## config.mk

```make
export PLATFORM = sky130hd
export DESIGN_NAME = gps_event_timestamp_decoder
export DESIGN_NICKNAME = d
export VERILOG_FILES = /design/src/rtl/core/gpsts_pkg.sv /design/src/rtl/core/gpsts_front.sv /design/src/rtl/core/gpsts_queue.sv /design/src/rtl/core/gpsts_back.sv /design/src/rtl/core/gps_event_timestamp_decoder.sv
export SDC_FILE = /design/constraint.sdc
export NUM_CORES = 2
export LEC_CHECK = 0
export BUFFER_PORTS_ARGS = -buffer_cell sky130_fd_sc_hd__buf_2
export CAP_MARGIN = 20
export CORE_ASPECT_RATIO = 1.4
export CORE_UTILIZATION = 30
export CTS_CLUSTER_SIZE = 20
export DETAILED_ROUTE_END_ITERATION = 8
export PLACE_DENSITY = 0.56
export SYNTH_ARGS = -nofsm -noshare
export SYNTH_HDL_FRONTEND = slang
export SYNTH_SLANG_ARGS = --single-unit
export TNS_END_PERCENT = 10
```

## constraint.sdc

```tcl
create_clock -name clk -period 20.7 [get_ports clk]
set_clock_uncertainty 0.05 [all_clocks]
set_input_delay 2.07 -clock clk [delete_from_list [all_inputs] [get_ports clk]]
set_output_delay 2.07 -clock clk [all_outputs]
set_load 0.03 [all_outputs]
```

## src/rtl/core/gpsts_pkg.sv

```systemverilog
`timescale 1ns / 1ps
// Package for the GPS event timestamp decoder.
// Holds the front-to-back item type, calendar constants and the month table.
package gpsts_pkg;

    localparam int unsigned NS_W   = 32;
    localparam int unsigned DIVD_W = 62;
    localparam int unsigned DIVS_W = 31;
    localparam int unsigned YPR_W  = 13;

    localparam logic [29:0] NS_PER_SEC  = 30'd1000000000;
    localparam logic [16:0] SEC_PER_DAY = 17'd86400;
    localparam logic [31:0] DAY_OFFSET  = 32'd865565;
    localparam logic [12:0] RECIP_100   = 13'd5243;
    localparam int unsigned RECIP_SHIFT = 19;

    typedef struct packed {
        logic [31:0]        epoch;
        logic [DIVD_W-1:0]  dividend;
        logic [DIVS_W-1:0]  divisor;
        logic               no_div;
    } item_t;

    // days from March 1 to the first of the month; month 0 is December,
    // months 13 to 15 wrap to January to March
    function automatic logic [8:0] month_base(input logic [3:0] mon);
        logic [8:0] b;
        case (mon)
            4'd0:    b = 9'd275;
            4'd1:    b = 9'd306;
            4'd2:    b = 9'd337;
            4'd3:    b = 9'd0;
            4'd4:    b = 9'd31;
            4'd5:    b = 9'd61;
            4'd6:    b = 9'd92;
            4'd7:    b = 9'd122;
            4'd8:    b = 9'd153;
            4'd9:    b = 9'd184;
            4'd10:   b = 9'd214;
            4'd11:   b = 9'd245;
            4'd12:   b = 9'd275;
            4'd13:   b = 9'd306;
            4'd14:   b = 9'd337;
            default: b = 9'd0;
        endcase
        return b;
    endfunction

endpackage

```

## src/rtl/core/gpsts_front.sv

```systemverilog
`timescale 1ns / 1ps
// Front pipeline: calendar to epoch seconds and tick product for the divider.
// Uses gpsts_pkg.
module gpsts_front (
    input  logic                 clk,
    input  logic                 rst_n,
    input  logic                 in_valid,
    output logic                 in_ready,
    input  logic [7:0]           gps_second,
    input  logic [7:0]           leap_seconds,
    input  logic [5:0]           minute,
    input  logic [4:0]           hour,
    input  logic [4:0]           day_of_month,
    input  logic [3:0]           month,
    input  logic [11:0]          year,
    input  logic [31:0]          tick_count,
    input  logic [31:0]          ticks_per_second,
    output logic                 item_valid,
    input  logic                 item_ready,
    output gpsts_pkg::item_t     item
);

    logic adv;
    logic v1_reg, v2_reg, v3_reg, v4_reg;

    logic [12:0] ypr_next, ypr1_reg, ypr2_reg;
    logic [9:0]  mday1_reg, mday2_reg, mday3_reg;
    logic [7:0]  sec1_reg, leap1_reg;
    logic [5:0]  min1_reg;
    logic [4:0]  hour1_reg;
    logic [61:0] prod1_reg, prod2_reg, prod3_reg, prod4_reg;
    logic [30:0] div1_reg, div2_reg, div3_reg, div4_reg;
    logic        nd1_reg, nd2_reg, nd3_reg, nd4_reg;
    logic [31:0] hms2_reg, hms3_reg;
    logic [25:0] r100_2_reg;
    logic [21:0] y365_2_reg;
    logic [31:0] days3_reg, days_next;
    logic [31:0] epoch4_reg;
    logic [6:0]  d100;
    logic [48:0] sec_prod;

    assign adv      = !v4_reg || item_ready;
    assign in_ready = adv;

    always_comb
    begin
        case (month)
            4'd0, 4'd1, 4'd2: ypr_next = {1'b0, year} + 13'd399;
            4'd15:            ypr_next = {1'b0, year} + 13'd401;
            default:          ypr_next = {1'b0, year} + 13'd400;
        endcase
    end

    assign d100 = r100_2_reg[25:gpsts_pkg::RECIP_SHIFT];

    assign days_next = {10'd0, y365_2_reg} + {21'd0, ypr2_reg[12:2]}
                     - {25'd0, d100} + {27'd0, d100[6:2]}
                     + {22'd0, mday2_reg} - 32'd1 - gpsts_pkg::DAY_OFFSET;

    assign sec_prod = days3_reg * gpsts_pkg::SEC_PER_DAY;

    always_ff @(posedge clk or negedge rst_n)
    begin
        if (!rst_n)
        begin
            v1_reg <= 1'b0;
            v2_reg <= 1'b0;
            v3_reg <= 1'b0;
            v4_reg <= 1'b0;
        end
        else if (adv)
        begin
            v1_reg <= in_valid;
            v2_reg <= v1_reg;
            v3_reg <= v2_reg;
            v4_reg <= v3_reg;
        end
    end

    always_ff @(posedge clk)
    begin
        if (adv)
        begin
            ypr1_reg   <= ypr_next;
            mday1_reg  <= {1'b0, gpsts_pkg::month_base(month)} + {5'd0, day_of_month};
            sec1_reg   <= gps_second;
            leap1_reg  <= leap_seconds;
            min1_reg   <= minute;
            hour1_reg  <= hour;
            prod1_reg  <= tick_count * gpsts_pkg::NS_PER_SEC;
            div1_reg   <= ticks_per_second[30:0];
            nd1_reg    <= (ticks_per_second[15:0] == 16'd0);

            ypr2_reg   <= ypr1_reg;
            mday2_reg  <= mday1_reg;
            r100_2_reg <= ypr1_reg * gpsts_pkg::RECIP_100;
            y365_2_reg <= ypr1_reg * 9'd365;
            hms2_reg   <= {15'd0, 17'(hour1_reg) * 17'd3600}
                        + {18'd0, 14'(min1_reg) * 14'd60}
                        + {24'd0, sec1_reg} - {24'd0, leap1_reg};
            prod2_reg  <= prod1_reg;
            div2_reg   <= div1_reg;
            nd2_reg    <= nd1_reg;

            days3_reg  <= days_next;
            mday3_reg  <= mday2_reg;
            hms3_reg   <= hms2_reg;
            prod3_reg  <= prod2_reg;
            div3_reg   <= div2_reg;
            nd3_reg    <= nd2_reg;

            epoch4_reg <= sec_prod[31:0] + hms3_reg;
            prod4_reg  <= prod3_reg;
            div4_reg   <= div3_reg;
            nd4_reg    <= nd3_reg;
        end
    end

    assign item_valid    = v4_reg;
    assign item.epoch    = epoch4_reg;
    assign item.dividend = prod4_reg;
    assign item.divisor  = div4_reg;
    assign item.no_div   = nd4_reg;

endmodule

```

## src/rtl/core/gpsts_queue.sv

```systemverilog
`timescale 1ns / 1ps
// Two-entry queue between the front pipeline and the divider back end.
// Uses gpsts_pkg.
module gpsts_queue (
    input  logic             clk,
    input  logic             rst_n,
    input  logic             push_valid,
    output logic             push_ready,
    input  gpsts_pkg::item_t push_item,
    output logic             pop_valid,
    input  logic             pop_ready,
    output gpsts_pkg::item_t pop_item,
    output logic [1:0]       level
);

    gpsts_pkg::item_t mem_reg [2];
    logic       wptr_reg, rptr_reg;
    logic [1:0] count_reg;
    logic       push, pop;

    assign push_ready = (count_reg != 2'd2);
    assign pop_valid  = (count_reg != 2'd0);
    assign push       = push_valid && push_ready;
    assign pop        = pop_valid && pop_ready;
    assign pop_item   = mem_reg[rptr_reg];
    assign level      = count_reg;

    always_ff @(posedge clk or negedge rst_n)
    begin
        if (!rst_n)
        begin
            wptr_reg  <= 1'b0;
            rptr_reg  <= 1'b0;
            count_reg <= 2'd0;
        end
        else
        begin
            if (push)
                wptr_reg <= !wptr_reg;
            if (pop)
                rptr_reg <= !rptr_reg;
            if (push && !pop)
                count_reg <= count_reg + 2'd1;
            else if (pop && !push)
                count_reg <= count_reg - 2'd1;
        end
    end

    always_ff @(posedge clk)
    begin
        if (push)
            mem_reg[wptr_reg] <= push_item;
    end

endmodule

```

## src/rtl/core/gpsts_back.sv

```systemverilog
`timescale 1ns / 1ps
// Back end: restoring divider for nanoseconds, total nanoseconds, output register.
// Uses gpsts_pkg.
module gpsts_back (
    input  logic             clk,
    input  logic             rst_n,
    input  logic             item_valid,
    output logic             item_ready,
    input  gpsts_pkg::item_t item,
    output logic             out_valid,
    input  logic             out_ready,
    output logic [31:0]      epoch_seconds,
    output logic [31:0]      nanoseconds,
    output logic [63:0]      total_nanoseconds,
    output logic             fraction_overflow
);

    typedef enum logic [3:0] {
        ST_IDLE = 4'b0001,
        ST_DIV  = 4'b0010,
        ST_MUL  = 4'b0100,
        ST_SUM  = 4'b1000
    } state_t;

    state_t      state_reg, state_next;
    logic [4:0]  cnt_reg;
    logic [31:0] epoch_reg, lo_reg;
    logic [30:0] rem_reg, dvs_reg;
    logic        ovf_reg;
    logic [63:0] prod_reg;
    logic [31:0] trial;
    logic        fire;
    logic        sat;
    logic        load_out;

    assign item_ready = (state_reg == ST_IDLE);
    assign fire       = item_valid && item_ready;
    assign sat        = ({1'b0, item.dividend[61:32]} >= item.divisor);
    assign trial      = {rem_reg, lo_reg[31]};
    assign load_out   = (state_reg == ST_SUM) && (!out_valid || out_ready);

    always_comb
    begin
        state_next = state_reg;
        case (state_reg)
            ST_IDLE:
            begin
                if (fire)
                    state_next = (item.no_div || sat) ? ST_MUL : ST_DIV;
            end
            ST_DIV:
            begin
                if (cnt_reg == 5'd31)
                    state_next = ST_MUL;
            end
            ST_MUL:  state_next = ST_SUM;
            ST_SUM:
            begin
                if (load_out)
                    state_next = ST_IDLE;
            end
            default: state_next = ST_IDLE;
        endcase
    end

    always_ff @(posedge clk or negedge rst_n)
    begin
        if (!rst_n)
        begin
            state_reg <= ST_IDLE;
            cnt_reg   <= 5'd0;
            out_valid <= 1'b0;
        end
        else
        begin
            state_reg <= state_next;
            if (fire)
                cnt_reg <= 5'd0;
            else if (state_reg == ST_DIV)
                cnt_reg <= cnt_reg + 5'd1;
            if (load_out)
                out_valid <= 1'b1;
            else if (out_ready)
                out_valid <= 1'b0;
        end
    end

    always_ff @(posedge clk)
    begin
        if (fire)
        begin
            epoch_reg <= item.epoch;
            dvs_reg   <= item.divisor;
            rem_reg   <= {1'b0, item.dividend[61:32]};
            if (item.no_div)
            begin
                lo_reg  <= 32'd0;
                ovf_reg <= 1'b0;
            end
            else if (sat)
            begin
                lo_reg  <= 32'hFFFF_FFFF;
                ovf_reg <= 1'b1;
            end
            else
            begin
                lo_reg  <= item.dividend[31:0];
                ovf_reg <= 1'b0;
            end
        end
        else if (state_reg == ST_DIV)
        begin
            if (trial >= {1'b0, dvs_reg})
            begin
                rem_reg <= 31'(trial - {1'b0, dvs_reg});
                lo_reg  <= {lo_reg[30:0], 1'b1};
            end
            else
            begin
                rem_reg <= trial[30:0];
                lo_reg  <= {lo_reg[30:0], 1'b0};
            end
        end
        if (state_reg == ST_MUL)
            prod_reg <= epoch_reg * gpsts_pkg::NS_PER_SEC;
        if (load_out)
        begin
            epoch_seconds     <= epoch_reg;
            nanoseconds       <= lo_reg;
            total_nanoseconds <= prod_reg + {32'd0, lo_reg};
            fraction_overflow <= ovf_reg;
        end
    end

endmodule

```

## src/rtl/core/gps_event_timestamp_decoder.sv

```systemverilog
`timescale 1ns / 1ps
// GPS event timestamp decoder top level: front pipeline, queue, divider back end.
// Uses gpsts_pkg, gpsts_front, gpsts_queue, gpsts_back.
//
//   channel | signals              | payload
//   input   | in_valid / in_ready  | gps_second .. ticks_per_second
//   output  | out_valid / out_ready| epoch_seconds, nanoseconds, total_nanoseconds,
//           |                      | fraction_overflow
//
// Front is a 4-stage pipeline taking one transfer per cycle when not stalled.
// Back runs a 32-step restoring divider for each item with a division and skips it
// when the low 16 bits of the period are zero or the quotient saturates.
// Back takes a new item only after finishing the last; the divider sets the rate.
// Reset clears all valid and state bits; no clearing pass.
// Stalls on the output hold the back end; the queue lets the front keep going.
module gps_event_timestamp_decoder (
    input  logic        clk,
    input  logic        rst_n,
    input  logic        in_valid,
    output logic        in_ready,
    input  logic [7:0]  gps_second,
    input  logic [7:0]  leap_seconds,
    input  logic [5:0]  minute,
    input  logic [4:0]  hour,
    input  logic [4:0]  day_of_month,
    input  logic [3:0]  month,
    input  logic [11:0] year,
    input  logic [31:0] tick_count,
    input  logic [31:0] ticks_per_second,
    output logic        out_valid,
    input  logic        out_ready,
    output logic [31:0] epoch_seconds,
    output logic [31:0] nanoseconds,
    output logic [63:0] total_nanoseconds,
    output logic        fraction_overflow
);

    logic             f_valid, f_ready, b_valid, b_ready;
    gpsts_pkg::item_t f_item, b_item;
    logic [1:0]       q_level;

    gpsts_front u_front (
        .clk              (clk),
        .rst_n            (rst_n),
        .in_valid         (in_valid),
        .in_ready         (in_ready),
        .gps_second       (gps_second),
        .leap_seconds     (leap_seconds),
        .minute           (minute),
        .hour             (hour),
        .day_of_month     (day_of_month),
        .month            (month),
        .year             (year),
        .tick_count       (tick_count),
        .ticks_per_second (ticks_per_second),
        .item_valid       (f_valid),
        .item_ready       (f_ready),
        .item             (f_item)
    );

    gpsts_queue u_queue (
        .clk        (clk),
        .rst_n      (rst_n),
        .push_valid (f_valid),
        .push_ready (f_ready),
        .push_item  (f_item),
        .pop_valid  (b_valid),
        .pop_ready  (b_ready),
        .pop_item   (b_item),
        .level      (q_level)
    );

    gpsts_back u_back (
        .clk               (clk),
        .rst_n             (rst_n),
        .item_valid        (b_valid),
        .item_ready        (b_ready),
        .item              (b_item),
        .out_valid         (out_valid),
        .out_ready         (out_ready),
        .epoch_seconds     (epoch_seconds),
        .nanoseconds       (nanoseconds),
        .total_nanoseconds (total_nanoseconds),
        .fraction_overflow (fraction_overflow)
    );

    a_queue_bound: assert property (@(posedge clk) disable iff (!rst_n)
        q_level != 2'd3)
        else $error("queue level out of range");

    a_ovf_sat: assert property (@(posedge clk) disable iff (!rst_n)
        out_valid && fraction_overflow |-> nanoseconds == 32'hFFFF_FFFF)
        else $error("overflow without saturated nanoseconds");

    a_total: assert property (@(posedge clk) disable iff (!rst_n)
        out_valid |-> total_nanoseconds
            == epoch_seconds * 64'd1000000000 + {32'd0, nanoseconds})
        else $error("total nanoseconds mismatch");

endmodule

```

==> results.md <==
- Slew HR: 0.318
- Routed vias/inst: about 4.4
- Least-Margin Pin Slew: 1.02 ns
- CTS buffer count: about 110
- Most common cell after layout, fill and taps aside: inv_1
- Initial Util: 0.301
- Synth warn: 0
- CTS Buffer Depth: 3
- CTS root buf: clkbuf_16
- CP cell instances: inv_1, fa_1, fa_1, fa_1, fa_1, fa_1, inv_1, fa_1, inv_1, fa_1, inv_1, ha_1, a21o_1, a21o_1, a221o_1, a2111oi_4, nor3_1, or2_1, a2111oi_2, o21ai_1, a31oi_1, o21ai_0, xor2_1
- Worst-path clk slew: about 0.060 ns
- Largest stage delay on the critical path: ~0.77 ns
- Status: completed
- Ys async rst share: 0.0162
- Footprint of the multi-input gates: a little over 40000 um2
- Setup bufs post-CTS: 0
- I/O pins: 247
- Largest net degree at the start of global routing: between 150 and 200
- CTS resizes: 0
- Area growth, synth to finish: 11.9%
- RSZ-0062 raised after global routing: false
- Via count: approximately 46000
- IO Port Bufs: 244
- Final Hold Vio Count: 0
- Die height: 614 um
- CP max FO: 8
- EDFF count, synth: between 1000 and 1500
- Arrival @ worst endpoint: slightly below 9 ns
- Initial antenna violation count: 9
- Routed len/inst: 16.5 um
- Post-synthesis sequential area ratio: 0.415
- Critical Path End Type: flop
- Total gr overflow: 0
- Hold WC Path Type: reg2reg
- Tmin final: around 8.5 ns
- Sequential cell area: between 30000 and 40000 um2
- H-Tree Depth: 3
- Slowest CP cell: edfxtp_1
- Peak Freq: between 0.1 and 0.15 GHz
- Antenna Nets Post-Route: 0
- Worst-Skew Late Latency: between 0.7 and 0.8 ns
- Ys flop type: edfxtp_1
- Pre-Repair DR Iteration Count: 5
- CP most frequent cell: fa_1
- Layout cell share with drive strength beyond 1: 0.0808
- CTS sink count: between 1000 and 1500
- Hpwl dp: about 140000 um
- First-pass GRT wire length: around 270000 um
- Period utilization: 0.411
- Critical path class: reg2reg
- Fin nets: 8607
- 1st-iter DRT viols: approximately 1800
- Core Area: 266000 um2
- Final RePlAce weighted congestion: between 0.8 and 0.9
- Worst setup SP type: flop
- Die width: ~440 um
- Setup_tns: 0 ns
- Most frequent cells in the layout: inv_1, edfxtp_1, ha_1, fa_1, a21oi_1
- Mapped cell area: about 80000 um2
- Seq cells post-synth: about 1100
- FP Rows: about 220
- DRT Wirelength: around 170000 um
- Syn Area/Cell: approximately 13 um2
- Vias in the first global route: just under 50000
- Max Cap Viol: 0
- DIE AREA: ~270000 um2
- TritonCTS clock tree: yes
- Hold buffer count at cts: 0
- Max reg flops: roughly 230
- DR DRC count: 0
- CP required: 21.14 ns
- Tot GR Track Use: 0.128
- Final setup fails: 0
- Syn Inst Count: roughly 6400
- Netlist cell types: 84
- Layout fillers: around 26000
- Max-slew violation count: 0
per-layer routing:
| metal | global-route usage | wire (um) | up-vias |
|---|---|---|---|
| met5 | 0 | 22 | - |
| met4 | 0.0421 | 5340 | 4 |
| met3 | 0.0149 | 5000 | 246 |
| met2 | 0.246 | 91700 | 604 |
| met1 | 0.145 | 68600 | 22600 |
| li1 | - | - | 22100 |
per-stage QoR:
stage	hold slack (ns)	instance area (um2)	util	instances	setup slack, ns
after global placement	0.352	85800	0.323	10100	11.49
final	0.319	89700	0.337	10300	12.20
after floorplan	0.350	80200	-	6413	2.31
after global routing	0.338	89700	0.337	10300	11.85
after CTS	0.311	89700	0.337	10300	12.10
after detailed placement	0.355	85800	0.323	10100	11.47
worst paths after layout:
kind | cells after the start | to | start | slack (ns)
worst min register to register | 0 | u_front.prod4_reg[56] | u_front.prod3_reg[56] | 0.32
worst min-delay path | 0 | u_front.prod4_reg[56] | u_front.prod3_reg[56] | 0.32
worst max register to register | 23 | u_back.prod_reg[60] | u_back.epoch_reg[5] | 12.20
min in group asynchronous | 1 | u_back.out_valid | rst_n | 1.24
worst max-delay path | 23 | u_back.prod_reg[60] | u_back.epoch_reg[5] | 12.20
max in group asynchronous | 1 | u_queue.rptr_reg | rst_n | 18.96
critical path, delay by kind of cell (launching register included):
family,cells,cell delay (ns)
adder cells (fa/ha/maj),8,3.87
AO/OA/AOI/OAI,8,2.58
flip-flops,1,0.77
buffers and inverters,4,0.41
AND/OR/NAND/NOR,2,0.39
XOR/XNOR,1,0.16
synth_stat cells (19+ instances only):
cell type / number / area [um2]
and3_1: 38 / 238
edfxtp_1: 1093 / 32800
a211oi_1: 19 / 143
inv_1: 1496 / 5620
a21oi_1: 246 / 1230
o21bai_1: 42 / 315
nor2b_1: 38 / 238
nor3_1: 50 / 250
clkbuf_1: 39 / 146
a21o_1: 130 / 976
fa_1: 807 / 16200
nand2b_1: 34 / 213
nand2_1: 160 / 601
xnor2_1: 221 / 1940
nand4_1: 28 / 175
a31oi_1: 43 / 269
nor2_1: 207 / 777
nand3_1: 70 / 350
o21a_1: 32 / 240
mux2_2: 70 / 788
xor2_1: 109 / 955
o21ai_0: 161 / 806
ha_1: 942 / 11800
mux2i_1: 66 / 661
logic make-up after synthesis:
logic type / Yosys count / share of synthesized area
buffers and inverters: 1560 / 0.0736
other: 1 / 0.0000468
DFF: 1112 / 0.415
AOI/OAI and AO/OA: 825 / 0.0664
adders and majority gates: 1749 / 0.348
and+or+nand+nor: 696 / 0.0415
xor gates and xnor gates: 331 / 0.0362
muxes: 138 / 0.0185
area by class of cell:
cell class	instances	share of cell area
diodes	6	0.000167
multi-input cells	3741	0.457
clock inverters	64	0.00916
inverters	1496	0.0627
flip-flops and latches	1112	0.371
repair buffers	278	0.0167
well taps	3503	0.0489
clock buffers	140	0.0338
Power is left out: the tool's default activity adds up to more than one toggle a clock period on the data nets, which glitch-free logic cannot reach.
